--- config.mk ---
export PLATFORM = sky130hd
export DESIGN_NAME = occ_div
export DESIGN_NICKNAME = d
export VERILOG_FILES = /design/src/rtl/occ_pkg.sv /design/src/rtl/occ_div.sv
export SDC_FILE = /design/constraint.sdc
export NUM_CORES = 1
export LEC_CHECK = 0
export BUFFER_PORTS_ARGS = -buffer_cell sky130_fd_sc_hd__buf_2
export CORE_UTILIZATION = 30
export CTS_CLUSTER_SIZE = 12
export DETAILED_ROUTE_END_ITERATION = 12
export GPL_TIMING_DRIVEN = 0
export PLACE_DENSITY_LB_ADDON = 0.3
export SLEW_MARGIN = 20
export SYNTH_ARGS = -nofsm -noshare
export SYNTH_HDL_FRONTEND = slang
export SYNTH_SLANG_ARGS = --single-unit
--- constraint.sdc ---
create_clock -name i_clk -period 2.77 [get_ports i_clk]
set_input_delay 0.554 -clock i_clk [delete_from_list [all_inputs] [get_ports i_clk]]
set_output_delay 0.554 -clock i_clk [all_outputs]
set_load 0.01 [all_outputs]
--- src/rtl/occ_pkg.sv ---
// Package: constants, types and codes of the centroid clustering block.
package occ_pkg;

    localparam int MAX_CENTROIDS = 64;
    localparam int FRAC_BITS     = 8;
    localparam int COORD_BITS    = 10;

    localparam int IN_COORD_W  = 10;
    localparam int OUT_COORD_W = 10;
    localparam int RADIUS_W    = 8;
    localparam int COUNT_W     = 21;
    localparam int MEAN_W      = COORD_BITS + FRAC_BITS;
    localparam int STEP_W      = $clog2(MAX_CENTROIDS + 1);
    localparam int RAD_W       = RADIUS_W + 1 + FRAC_BITS;
    localparam int SQ_W        = 2 * RAD_W;
    localparam int D2_W        = (2 * MEAN_W + 1 > SQ_W) ? 2 * MEAN_W + 1 : SQ_W;
    localparam int NUM_W       = MEAN_W + COUNT_W + 1;
    localparam int DEN_W       = COUNT_W + 1;
    localparam int DIV_CNT_W   = $clog2(MEAN_W);

    localparam logic [RADIUS_W-1:0] RADIUS_RESET = RADIUS_W'(15);
    localparam logic [COUNT_W-1:0]  COUNT_MAX    = COUNT_W'(1) << 20;

    typedef enum logic [0:0] {
        CMD_POINT = 1'b0,
        CMD_EOF   = 1'b1
    } t_cmd;

    typedef enum logic [3:0] {
        ST_IDLE,
        ST_DIFF,
        ST_SQR,
        ST_SQC,
        ST_CMP,
        ST_MUL,
        ST_DIV,
        ST_ROT,
        ST_EMIT,
        ST_FLUSH
    } t_state;

    typedef enum logic [1:0] {
        ROT_KEEP,
        ROT_INSERT,
        ROT_INSERT_SHIFT
    } t_rot;

    typedef struct packed {
        logic [MEAN_W-1:0]  mean_row;
        logic [MEAN_W-1:0]  mean_col;
        logic [COUNT_W-1:0] count;
        logic               active;
    } t_entry;

    typedef struct packed {
        logic [OUT_COORD_W-1:0] row;
        logic [OUT_COORD_W-1:0] col;
        logic [COUNT_W-1:0]     count;
        logic                   found;
        logic                   ovf;
        logic                   last;
    } t_result;

    typedef struct packed {
        logic              start;
        logic [NUM_W-1:0]  num;
        logic [DEN_W-1:0]  den;
    } t_div_req;

endpackage

--- src/rtl/occ_div.sv ---
// Restoring divider, one quotient bit per cycle, for the running-mean update.
module occ_div (
    input  logic                      i_clk,
    input  logic                      i_rst_n,
    input  occ_pkg::t_div_req         i_req,
    output logic                      o_done,
    output logic [occ_pkg::MEAN_W-1:0] o_quot
);
    import occ_pkg::*;

    logic                 r_busy;
    logic                 r_done;
    logic [DIV_CNT_W-1:0] r_cnt;
    logic [DEN_W-1:0]     r_rem;
    logic [DEN_W-1:0]     r_den;
    logic [MEAN_W-1:0]    r_low;
    logic [DEN_W:0]       w_trial;
    logic                 w_qbit;

    assign w_trial = {r_rem, r_low[MEAN_W-1]};
    assign w_qbit  = (w_trial >= {1'b0, r_den});

    always_ff @(posedge i_clk) begin
        if (!i_rst_n) begin
            r_busy <= 1'b0;
            r_done <= 1'b0;
            r_cnt  <= '0;
        end else begin
            r_done <= 1'b0;
            if (i_req.start) begin
                r_busy <= 1'b1;
                r_cnt  <= '0;
            end else if (r_busy) begin
                r_cnt <= r_cnt + 1'b1;
                if (r_cnt == DIV_CNT_W'(MEAN_W - 1)) begin
                    r_busy <= 1'b0;
                    r_done <= 1'b1;
                end
            end
        end
    end

    always_ff @(posedge i_clk) begin
        if (i_req.start) begin
            r_rem <= i_req.num[NUM_W-1 -: DEN_W];
            r_low <= i_req.num[MEAN_W-1:0];
            r_den <= i_req.den;
        end else if (r_busy) begin
            r_rem <= w_qbit ? DEN_W'(w_trial - {1'b0, r_den}) : DEN_W'(w_trial);
            r_low <= {r_low[MEAN_W-2:0], w_qbit};
        end
    end

    assign o_done = r_done;
    assign o_quot = r_low;
endmodule

# Word-level counts from Yosys, hierarchy flattened
# Cells that the tools add are included.
# W data, S select, Z words.
dict set report classes {
  n_addsub 2
  n_lt_le_gt_ge 1
  n_eq_ne 1
  muxes 9
  bitwise_logic 2
  reduce_logical 3
}
# operator count
set ops {}
lappend ops {{$mux W22} 3}
lappend ops {{$mux W18} 2}
lappend ops {{$ge A23 B22 Y1} 1}
lappend ops {{$sub A22 B22 Y22} 1}
lappend ops {{$add A5 B1 Y5 const B} 1}
lappend ops {{$eq A5 B5 Y1 const B} 1}
lappend ops {{$mux W1} 4}
lappend ops {{$reduce_or A3 Y1} 1}
lappend ops {{$not A1 Y1} 2}
lappend ops {{$reduce_bool A2 Y1} 1}
lappend ops {{$reduce_or A2 Y1} 1}
dict set report totals {
  register_bits 69
  inputBits 65
  out_inout_bits 19
  wordCells 24
}

# Longest topological paths before layout
dict set report logic_depth {
  depth_word 4
  depth_mapped 11
  ltp_nobuf 10
}

# Least setup slack after synthesis
# OpenSTA, ideal clock, no wires.
dict set report synth_path {
  path_kind {register to register}
  start {register r_rem[6]}
  end {register r_rem[11], data pin}
  setup_ns 0.260
  t_arrival_ns 2.803
  required_ns 2.510
  slack_ns -0.293
  stages_incl_launch_ff 11
  path_buffers 2
  period_less_slack_ns 3.063
  path_cell_list {edfxtp_1 ha_1 buf_2 nand4_2 or3b_1 and4_1 or2_4 a31oi_4 buf_6 mux2_1 mux2_2}
}
dict set report synth_between {
  elab_chain_cells 4
  word_cells_on_any_way 5
  classes_between {add/sub: 1; order compare: 1; mux: 3}
}
# item line
set synth_lines {}
lappend synth_lines {{from (decl)} occ_div.sv:14} ;# logic [DEN_W-1:0] r_rem;
lappend synth_lines {{from (signal assigned)} occ_div.sv:45} ;# r_rem <= i_req.num[NUM_W-1 -: DEN_W];
lappend synth_lines {{from (signal assigned)} occ_div.sv:49} ;# r_rem <= w_qbit ? DEN_W'(w_trial - {1'b0, r_den}) : DEN_W'(w_trial);
lappend synth_lines {{$sub A22 B22 Y22 / $ge A23 B22 Y1 (equally long branches)} {occ_div.sv:49, occ_div.sv:21}}
lappend synth_lines {{$mux W22 *} occ_div.sv:49}
lappend synth_lines {{$mux W22 *} occ_div.sv:48} ;# end else if (r_busy) begin
lappend synth_lines {{$mux W22 *} occ_div.sv:44} ;# if (i_req.start) begin
# Every way passes the cells marked *; elsewhere a longest branch is shown, timed or not. The select of a mux whose other input is x is not followed.
# A chain may end at the register's enable or synchronous reset.

# Worst setup path after layout
dict set report layout_path {
  start {register r_rem[6]}
  end {register r_rem[10], data pin}
}
# Same word-level chain as after synthesis.

==> metrics.yaml <==
htreeDepth: 3
final.min_clock_period_ps: 2990
postLayoutCellArea_mm2: 0.005812
r2r_end: "r_rem[10]"
antenna_found_initial: 0
violations: "negative setup slack"
hp-start: "i_req[12]"
crit_fanout: 8
insertion_delay_ps: 340
synth-main-ff-cell: "edfxtp_1"
cts_tree: "built"
path_clk_slew_ps: 60
yosys.area.top_type: "edfxtp_1"
vias_per_cell: 4.868
ys_types: 63
syn_nets: 466
synth_edf_count: 62
ys_top_cells_by_area: "edfxtp_1, mux2_2, ha_1, dfxtp_1, inv_1"
fp-row-count: 43
layout_setup_ws_ps: -220.5
slew_viol_final: 0
areaGrowthSynthToFinish_pct: 35.94
root_buffer: "clkbuf_16"
peakVddDrop_mv: 0.3727
ys_ff_latch: 69
drtIter0Drc: 139
setup.worst_path.class: "flop to flop"
grt_pass1_vias: 3423
synthCells: 376
yosysWarningCount: 0
grt_pass1_wl_mm: 16.87
pre_cts_ws_ps: -793.7
max_freq_ghz: 0.3344
clock_path_buffers: 2
leakage_uw: 0.002415
start_kind: "flop"
filler_cell_count: 1384
period_share_pct: 108.0
reg2reg_from: "r_rem[6]"
grt_overflow_total: 0
avgSynthCellArea_um2: 11.37
multi_input_area_mm2: 0.002424
setup_tns_ps: -2181
drt.antenna.violating_nets: 0
placed_area_mm2: 0.004979
wire_per_inst_um: 15.66
netlist_area_mm2: 0.004275
coreArea_mm2: 0.01388
outcome: "finished with violations"
die_h_um: 121.4
nets: 587
finalPower_uw: 5577
die_w_um: 121.4
worst_pin_slew_ps: 733.7
required_ps: 2850
finalSetupViolations: 12
dieArea_mm2: 0.01473
maxCapViolCount: 0
slew_headroom_pct: 51.08
worstSetupEndpointType: "flop"
diodes: 0
r2r_cells: 10
grt_usage_pct: 15.13
ys_seq_area_share_pct: 46.82
clock-sinks: 69
rrSetupSlack_ps: -220
final_util_pct: 41.87
cts_made_buffers: 9
dr.pass1.iters: 4
startpoint: "r_rem[6]"
drc: 0
wirelength_mm: 10.68
vias: 3320
gp_routability_congestion: 0.8330
hp-class: "primary input to flop"
arrival_ps: 3080
drive_above_1_share_pct: 44.22
dpl.hpwl_mm: 7.243
grt_max_degree: 25
yosysMostFrequentCell: "edfxtp_1"
fin_worst_skew_ps: 7.870
cellPowerDensity_mw_per_mm2: 959.7
start_util_pct: 30.80
portBuffers: 83
seqCellArea_mm2: 0.002002
crit_end: "r_rem[10]"
finalHoldViolCount: 0
num_io_pins: 84
ys_async_sr_fraction_pct: 0
synth_commonest_cells: "edfxtp_1, mux2_2, inv_1"
yosysTopAreaCellShare_pct: 43.55
rsz0062_at_grt: "true"
==> layer usage <==
layer	global-route usage, %	vias up	wire length, um
li1	-	1641	-
met1	18.84	1574	5051
met2	23.51	88	4828
met3	4.793	17	601
met4	7.407	0	201
met5	0	-	0
==> critical path: stages, from the launching register on <==
cell	delay, ps
edfxtp_1	430
ha_4	290
buf_6	100
nand4_4	90
or3b_4	410
and4_4	180
or2_4	250
a31oi_4	240
buf_12	170
mux2_4	300
mux2_4	270
==> worst min-delay path by stage <==
stage	end	slack [ps]	cells past startpoint
after floorplan	r_cnt[4]	480	2
after global placement	r_cnt[1]	490	2
after detailed placement	r_cnt[4]	510	2
after CTS	r_den[12]	370	1
after global routing	r_den[15]	370	1
final	r_den[12]	380	1
==> cell type report <==
class | instances | area share (%)
Buffer | 11 | 1.356
Clock inverter | 5 | 1.055
Timing Repair Buffer | 112 | 11.37
Multi-Input combinational cell | 260 | 41.70
Clock buffer | 11 | 4.004
Tap cell | 180 | 3.875
Inverter | 34 | 2.196
Sequential cell | 69 | 34.45
==> metrics by stage <==
step	cells	hold slack, ps
finish	682	383.5
global route	682	373.0
CTS	677	365.9
detailed placement	639	508.5
global placement	639	494.9
floorplan	376	479.4
==> layout by cell type, fill, tap and decap left out, types with 3 or more instances in the layout <==
| master | synthesis | final |
|---|---|---|
| ha_4 | 0 | 9 |
| mux2_4 | 0 | 12 |
| mux2_2 | 40 | 31 |
| nand2_1 | 16 | 15 |
| a211oi_1 | 5 | 3 |
| xnor2_1 | 11 | 11 |
| xor2_1 | 7 | 7 |
| a21o_1 | 13 | 13 |
| nor3_1 | 7 | 6 |
| inv_1 | 34 | 33 |
| nor2_1 | 20 | 19 |
| nand3_1 | 7 | 7 |
| dfxtp_1 | 7 | 7 |
| buf_4 | 0 | 24 |
| buf_1 | 4 | 3 |
| nand4_1 | 5 | 5 |
| clkbuf_1 | 4 | 6 |
| clkbuf_16 | 0 | 9 |
| a21oi_2 | 0 | 4 |
| buf_2 | 4 | 83 |
| or2_4 | 1 | 3 |
| a21oi_1 | 22 | 18 |
| ha_1 | 24 | 14 |
| clkinvlp_4 | 0 | 3 |
| o21ai_0 | 11 | 9 |
| nor2b_1 | 8 | 7 |
| buf_6 | 2 | 6 |
| edfxtp_1 | 62 | 62 |
==> state kept, by name, indices dropped and copies added, names as in the netlist <==
register	cells
r_rem	22
r_busy	1
r_den	22
r_cnt	5
o_done	1
o_quot	18
==> power by group <==
group	internal [uW]	switching (uW)	total, uW	leakage, uW
sequential	1390	125	1520	0.000672
combinational	1560	1360	2920	0.00161
clock	698	444	1140	0.000132
==> repair_timing <==
item,in CTS,in global routing
endpoints found under the hold margin,0,0
endpoints found under the setup margin,63,23
pin swaps,21,20
hold buffers,0,0
buffers inserted,22,8
cloned,1,0
gates resized for setup,32,36
==> cells by family (layout without fill, tap and decap cells) <==
group | after synthesis | count (layout) | share of synthesized area [%]
flops | 69 | 69 | 46.82
compound gates | 85 | 85 | 14.60
fa+ha+maj | 25 | 25 | 7.492
mux | 45 | 45 | 11.79
xor+xnor | 18 | 18 | 3.687
simple gates | 86 | 87 | 10.92
buf+inv | 48 | 173 | 4.682
No activity file was read; power rests on OpenSTA's default activity.
