`src/rtl/occ_pkg.sv`:
```
// Package: constants, types and codes of the centroid clustering block.
package occ_pkg;

    localparam int MAX_CENTROIDS = 64;
    localparam int FRAC_BITS     = 8;
    localparam int COORD_BITS    = 10;

    localparam int IN_COORD_W  = 10;
    localparam int OUT_COORD_W = 10;
    localparam int RADIUS_W    = 8;
    localparam int COUNT_W     = 21;
    localparam int MEAN_W      = COORD_BITS + FRAC_BITS;
    localparam int STEP_W      = $clog2(MAX_CENTROIDS + 1);
    localparam int RAD_W       = RADIUS_W + 1 + FRAC_BITS;
    localparam int SQ_W        = 2 * RAD_W;
    localparam int D2_W        = (2 * MEAN_W + 1 > SQ_W) ? 2 * MEAN_W + 1 : SQ_W;
    localparam int NUM_W       = MEAN_W + COUNT_W + 1;
    localparam int DEN_W       = COUNT_W + 1;
    localparam int DIV_CNT_W   = $clog2(MEAN_W);

    localparam logic [RADIUS_W-1:0] RADIUS_RESET = RADIUS_W'(15);
    localparam logic [COUNT_W-1:0]  COUNT_MAX    = COUNT_W'(1) << 20;

    typedef enum logic [0:0] {
        CMD_POINT = 1'b0,
        CMD_EOF   = 1'b1
    } t_cmd;

    typedef enum logic [3:0] {
        ST_IDLE,
        ST_DIFF,
        ST_SQR,
        ST_SQC,
        ST_CMP,
        ST_MUL,
        ST_DIV,
        ST_ROT,
        ST_EMIT,
        ST_FLUSH
    } t_state;

    typedef enum logic [1:0] {
        ROT_KEEP,
        ROT_INSERT,
        ROT_INSERT_SHIFT
    } t_rot;

    typedef struct packed {
        logic [MEAN_W-1:0]  mean_row;
        logic [MEAN_W-1:0]  mean_col;
        logic [COUNT_W-1:0] count;
        logic               active;
    } t_entry;

    typedef struct packed {
        logic [OUT_COORD_W-1:0] row;
        logic [OUT_COORD_W-1:0] col;
        logic [COUNT_W-1:0]     count;
        logic                   found;
        logic                   ovf;
        logic                   last;
    } t_result;

    typedef struct packed {
        logic              start;
        logic [NUM_W-1:0]  num;
        logic [DEN_W-1:0]  den;
    } t_div_req;

endpackage

```
`src/rtl/occ_cell.sv`:
```
// One table cell of the centroid ring: holds an entry, loads its neighbor on shift.
module occ_cell (
    input  logic            i_clk,
    input  logic            i_shift,
    input  occ_pkg::t_entry i_next,
    output occ_pkg::t_entry o_entry
);
    import occ_pkg::*;

    t_entry r_entry;

    always_ff @(posedge i_clk) begin
        if (i_shift) begin
            r_entry <= i_next;
        end
    end

    assign o_entry = r_entry;
endmodule

```
`config.mk`:
```
export PLATFORM = sky130hd
export DESIGN_NAME = occ_cell
export DESIGN_NICKNAME = d
export VERILOG_FILES = /design/src/rtl/occ_pkg.sv /design/src/rtl/occ_cell.sv
export SDC_FILE = /design/constraint.sdc
export NUM_CORES = 1
export LEC_CHECK = 0
export BUFFER_PORTS_ARGS = -buffer_cell sky130_fd_sc_hd__buf_2
export CORE_AREA = 2 2 69 71
export CTS_BUF_LIST = sky130_fd_sc_hd__clkbuf_16
export CTS_CLUSTER_SIZE = 40
export DETAILED_ROUTE_END_ITERATION = 10
export DIE_AREA = 0 0 71 73
export PLACE_DENSITY = 0.76
export RECOVER_POWER = 25
export SYNTH_ARGS = -nofsm -noshare
export SYNTH_HDL_FRONTEND = slang
export SYNTH_SLANG_ARGS = --single-unit
```
`constraint.sdc`:
```
create_clock -name i_clk -period 0.8 [get_ports i_clk]
set_input_delay 0.24 -clock i_clk [delete_from_list [all_inputs] [get_ports i_clk]]
set_output_delay 0.24 -clock i_clk [all_outputs]
set_load 0.05 [all_outputs]
```
# After elaboration in Yosys (flattened, before gate mapping)
# Index checks and enable logic that the tools add are counted.
# word_totals
word_cells,4
out_inout_bits,58
reg_bits,58

# Depth between registers and ports, before layout
# Gate-level depths: netlist of the first run.
# logic_depth
word_depth,0
depth_mapped,0

# Least setup slack after synthesis of the first run
# Ideal clock, no wire load.
# synth_path
path_type,flip-flop to output port
startpoint,"register r_entry, in the netlist o_entry[0]"
endpoint,output port o_entry[0] in the netlist's numbering
slack_ps,-41
stages_incl_launch_ff,1
n_path_buf,0
arrival_ps,601
cell_sequence,edfxtp_1
# synth_rtl
element,line_no,rtl
from (decl),occ_cell.sv:10,t_entry r_entry;
from (signal assigned),occ_cell.sv:14,r_entry <= i_next;
to (decl),occ_cell.sv:6,output occ_pkg::t_entry o_entry
# No word-level cell between the ends.

# Worst setup path in the final report of the first run
# layout_path
startpoint,"register r_entry, in the netlist o_entry[53]"
endpoint,output port o_entry[53] in the netlist's numbering
# No word-level cell between the ends.

==> flow_metrics.py, run 1 <==
metrics = {
    "clock_tree": {
        "clkTransAtPathRegs_ns": 0.05,
        "cts_buffers": 9,
        "htreeDepth": 3,
        "clockRootBuffer": "clkbuf_16",
        "cts_setup_buffers": 0,
        "cts_tree": "yes",
        "cts.sinks": 58,
        "hold_buffers": 0,
        "cts_buffer_depth": 2,
    },
    "die": {
        "num_rows": 25,
        "io-pin-count": 118,
        "die_x_um": 71,
        "core_um2": 4540,
        "start_util_pct": 38.4,
        "die-area_um2": 5180,
        "fp.dieH_um": 73,
    },
    "job": {
        "cap_violations": 0,
    },
    "drt": {
        "drc": 0,
        "dr.first_iter.drc_count": 89,
        "drt_first_pass_iters": 4,
        "final_antenna_net_count": 0,
        "wl_per_cell_um": 15.0,
        "routed_wl_mm": 3.71,
        "vias": 1050,
        "vias_per_cell": 4.25,
    },
    "timing": {
        "min_period_over_period_pct": 139,
        "rsz0062_at_grt": "true",
        "final-hold-violation-count": 0,
        "tns_ns": -16.72,
        "min_period_ns": 1.12,
        "maxSlewViolCount": 0,
        "finalSetupViolations": 58,
        "fmax_mhz": 897,
        "final.setup.worst_slack_ns": -0.315,
        "maxSlewHeadroom_pct": 88.9,
        "worst_pin_slew_ns": 0.167,
    },
    "worst_setup_path": {
        "end_kind": "primary output",
        "startpoint_type": "flip-flop",
        "worstPathArrival_ns": 0.88,
        "path_cells": "buf_6",
        "crit_family": "flip-flops",
        "critPathMaxStageDelay_ns": 0.39,
        "cp.required_ns": 0.56,
        "critPathBufInv": 1,
        "critPathSlowestCell": "edfxtp_1",
        "worstSetupPathType": "reg2out",
        "path_max_fanout": 1,
    },
    "min_path": {
        "worstHoldStart": "i_next[42]",
        "whs_path_depth": 1,
        "hp-class": "in2reg",
        "timing.hold.worst_endpoint": "o_entry[42]$_DFFE_PP_",
    },
    "cells_and_area": {
        "syn_to_final_growth_pct": 75.2,
        "fin_nets": 248,
        "fin_cells": 247,
        "nMultiInputCombCells": 0,
        "largest_reg_flops": 58,
        "drive_gt1_share_pct": 68.2,
        "multi_input_area_um2": 0,
        "final_util_pct": 67.3,
    },
    "synth": {
        "async_flop_share_pct": 0,
        "synth_most_common_cell": "edfxtp_1",
        "ys_seq_elements": 58,
        "synth_common_cells": "edfxtp_1 (58)",
        "syn_area_per_cell_um2": 30.0,
        "synth_top_area_share_pct": 100,
        "syn_inst": 58,
        "syn_nets": 118,
        "syn-cell-area_um2": 1740,
        "synth_cell_type_count": 1,
        "yosys_warnings": 0,
        "synthTopCellsByArea": "edfxtp_1 (100%)",
        "ys_seq_area_share_pct": 100,
        "synth_edf_count": 58,
        "dominantRegCellSynth": "edfxtp_1",
        "yosysTopAreaCell": "edfxtp_1",
    },
    "global_route": {
        "antenna_found_initial": 2,
        "grt_pass1_vias": 1149,
        "grt_pass1_wl_mm": 5.52,
        "grt_max_degree": 32,
        "grt_usage_pct": 15.2,
        "grt_overflow": 0,
    },
    "placed_design": {
        "post-place-cells": 231,
        "place_ws_ns": -0.107,
        "gp_congestion": 0.738,
        "port_buffers": 117,
    },
    "outcome": {
        "run_status": "finished, violations left",
        "violations": "negative setup slack",
    },
    "pwr": {
        "power_leakage_uw": 0.00130,
        "cellPowerDensity_nw_per_um2": 2760,
        "peakVddDrop_mv": 1.53,
    },
}
==> cells in the final DEF (no fill, tap or decap) <==
cell type  netlist  layout
clkbuf_16        0       9
edfxtp_1        58      58
buf_2            0      59
clkinv_1         0       2
buf_12           0       2
inv_1            0       1
diode_2          0       1
clkinv_2         0       3
buf_6            0      58
==> layer usage <==
metal | up-vias | global-route usage, % | share of wire (%)
met5 | - | 0 | 0.30
met4 | 2 | 8.18 | 0.65
met3 | 4 | 11.7 | 14
met2 | 76 | 24.1 | 53
met1 | 468 | 13.9 | 32
li1 | 500 | - | -
==> metrics by stage <==
stage | instance area, um^2 | total power (uW) | hold slack [ns]
after floorplan | 1740 | 4590 | 0.339
after global placement | 2430 | 4990 | 0.417
after detailed placement | 2430 | 5010 | 0.418
after CTS | 3050 | 8490 | 0.0950
after global routing | 3050 | 8720 | 0.0921
final | 3050 | 8430 | 0.106
==> worst max path at each step <==
stage | startpoint | to | slack (ns) | cells after the start
final | o_entry[53]$_DFFE_PP_ | o_entry[53] | -0.32 | 1
after floorplan | o_entry[0]$_DFFE_PP_ | o_entry[0] | -0.04 | 0
after CTS | o_entry[18]$_DFFE_PP_ | o_entry[18] | -0.33 | 1
after global placement | i_shift | o_entry[26]$_DFFE_PP_ | -0.10 | 2
after detailed placement | i_shift | o_entry[17]$_DFFE_PP_ | -0.11 | 2
after global routing | o_entry[18]$_DFFE_PP_ | o_entry[18] | -0.35 | 1
==> cell type report <==
cell class	instances	area, um^2
diodes	1	2.50
clock buffers	9	225
clock inverters	6	26.3
fillers	310	1480
flip-flops and latches	58	1740
well taps	54	67.6
repair buffers	119	988
==> where the power goes <==
group / internal [uW] / switching (uW) / leakage (uW)
Combinational: 546 / 1010 / 0.000602
Sequential: 3630 / 106 / 0.000568
Clock: 2010 / 1120 / 0.000131
==> timing repair <==
item                                    in CTS  in global routing
resized for setup                          116                  0
endpoints found under the setup margin      58                 58
pin swaps                                    0                  0
==> cells by family (layout without fill, tap and decap cells) <==
logic type	Yosys count	after routing	synth area share (%)
DFF	58	58	100
buffers and inverters	0	134	0
other	0	1	0
(Power assumes the default switching activity.)
==> run 2: changes to the inputs <==
Settings changed: MAX_ROUTING_LAYER from default to met4.
==> run 2 against run 1 <==
The run still ends with negative setup slack left. Worst setup slack about the same. First-iteration DRC count rose by 17%. Final cell count up 0.40%. Sequential share of layout area is essentially flat. Die area stayed put. Flip-flop and latch count unchanged. Critical endpoint unchanged. Combinational power is essentially flat. Non-clock buffer count unchanged. Via count about the same.
==> flow_metrics.py, run 2 (synthesis results as in run 1) <==
metrics = {
    "drt": {
        "vias_per_cell": 4.23,
        "vias": 1049,
        "routed_wl_mm": 3.70,
        "wl_per_cell_um": 14.9,
        "drc": 0,
        "dr.first_iter.drc_count": 104,
        "final_antenna_net_count": 0,
        "drt_first_pass_iters": 4,
    },
    "placed_design": {
        "gp_congestion": 0.747,
        "post-place-cells": 231,
        "place_ws_ns": -0.107,
        "port_buffers": 117,
    },
    "clock_tree": {
        "hold_buffers": 0,
        "clkTransAtPathRegs_ns": 0.05,
        "cts_buffers": 9,
        "cts_tree": "yes",
        "cts.sinks": 58,
        "htreeDepth": 3,
        "cts_buffer_depth": 2,
        "clockRootBuffer": "clkbuf_16",
    },
    "timing": {
        "final.setup.worst_slack_ns": -0.315,
        "finalSetupViolations": 58,
        "final-hold-violation-count": 0,
        "maxSlewViolCount": 0,
        "maxSlewHeadroom_pct": 89.1,
        "worst_pin_slew_ns": 0.164,
        "min_period_ns": 1.11,
        "min_period_over_period_pct": 139,
        "rsz0062_at_grt": "true",
        "whs_ns": 0.106,
        "fmax_mhz": 897,
    },
    "die": {
        "start_util_pct": 38.4,
        "die_x_um": 71,
        "core_um2": 4540,
        "io-pin-count": 118,
        "die-area_um2": 5180,
        "num_rows": 25,
        "fp.dieH_um": 73,
    },
    "pwr": {
        "cellPowerDensity_nw_per_um2": 2760,
        "power_leakage_uw": 0.00130,
        "pwr-share-clk_pct": 37.2,
        "switching_share_pct": 26.5,
        "combPwrFrac_pct": 18.5,
        "peakVddDrop_mv": 1.54,
        "seqPwrFrac_pct": 44.4,
        "p_switching_uw": 2230,
        "p_int_uw": 6190,
    },
    "worst_setup_path": {
        "path_cells": "buf_6",
        "critPathBufInv": 1,
        "end_kind": "primary output",
        "critPathMaxStageDelay_ns": 0.39,
        "worstPathArrival_ns": 0.87,
        "startpoint_type": "flip-flop",
        "worstSetupPathType": "reg2out",
        "critPathSlowestCell": "edfxtp_1",
        "cp.required_ns": 0.56,
        "crit_family": "flip-flops",
        "path_max_fanout": 1,
    },
    "min_path": {
        "worstHoldStart": "i_next[53]",
        "whs_path_depth": 1,
        "hp-class": "in2reg",
        "timing.hold.worst_endpoint": "o_entry[53]$_DFFE_PP_",
    },
    "cells_and_area": {
        "fin_nets": 248,
        "multi_input_area_um2": 0,
        "syn_to_final_growth_pct": 75.4,
        "fin_cells": 248,
        "drive_gt1_share_pct": 68.2,
        "largest_reg_flops": 58,
        "nMultiInputCombCells": 0,
        "layout_common_cells": "buf_2 (59), edfxtp_1 (58), buf_6 (58)",
        "final_common_cell": "buf_2",
    },
    "outcome": {
        "run_status": "finished, violations left",
        "violations": "negative setup slack",
    },
    "global_route": {
        "antenna_found_initial": 2,
        "grt_usage_pct": 15.6,
        "grt_max_degree": 32,
        "grt_pass1_vias": 1157,
        "grt_overflow": 0,
        "grt_pass1_wl_mm": 5.50,
    },
    "job": {
        "cap_violations": 0,
    },
}
==> run 2: changes by cell type in the layout (fill, tap and decap cells not counted) <==
cell and change:
diode_2 +1
==> run 2: area by class of cell <==
class	instances	area, um^2
antenna	2	5.00
clock buffer	9	225
clock inverter	6	26.3
fill	308	1480
sequential	58	1740
tap	54	67.6
timing repair buffer	119	988
==> run 2: how the worst max path moves through the flow <==
| stage | end | slack (ns) | from | cells past startpoint |
|---|---|---|---|---|
| 2_1_floorplan | o_entry[0] | -0.04 | o_entry[0]$_DFFE_PP_ | 0 |
| 3_3_place_gp | o_entry[26]$_DFFE_PP_ | -0.10 | i_shift | 2 |
| 5_1_grt | o_entry[18] | -0.35 | o_entry[18]$_DFFE_PP_ | 1 |
| 6_report | o_entry[53] | -0.31 | o_entry[53]$_DFFE_PP_ | 1 |
| 3_5_place_dp | o_entry[17]$_DFFE_PP_ | -0.11 | i_shift | 2 |
| 4_1_cts | o_entry[18] | -0.33 | o_entry[18]$_DFFE_PP_ | 1 |
==> run 2: repair_timing <==
item	4_1_cts	5_1_grt
gates cloned	0	0
resized for setup	116	0
buffers inserted	0	0
endpoints found under the setup margin	58	58
endpoints found under the hold margin	0	0
==> run 2: metrics by stage <==
stage | utilization (%) | TNS (ns) | cell area, um^2 | power [uW]
3_5_place_dp | 53.7 | -5.82 | 2430 | 5010
3_3_place_gp | 53.7 | -5.31 | 2430 | 4990
5_1_grt | 67.3 | -18.64 | 3050 | 8710
4_1_cts | 67.2 | -17.36 | 3050 | 8490
2_1_floorplan | - | -2.36 | 1740 | 4590
6_report | 67.3 | -16.73 | 3050 | 8420
==> run 2: power by group through the flow <==
| stage | registers (uW) | logic (uW) | clock network [uW] |
|---|---|---|---|
| floorplan | 4590 | 0 | 0 |
| finish | 3730 | 1560 | 3130 |
| detailed placement | 3720 | 1280 | 0 |
| global route | 3750 | 1610 | 3350 |
| global placement | 3720 | 1270 | 0 |
| CTS | 3730 | 1560 | 3200 |
==> run 2: routing by layer <==
metal	up-vias	wire (um)	GRT usage (%)	part of all wire, %
met4	0	23	8.18	0.62
met1	473	1250	14.6	34
met2	72	1950	24.2	53
li1	502	-	-	-
met3	2	471	10.5	13
met5	-	0	-	0
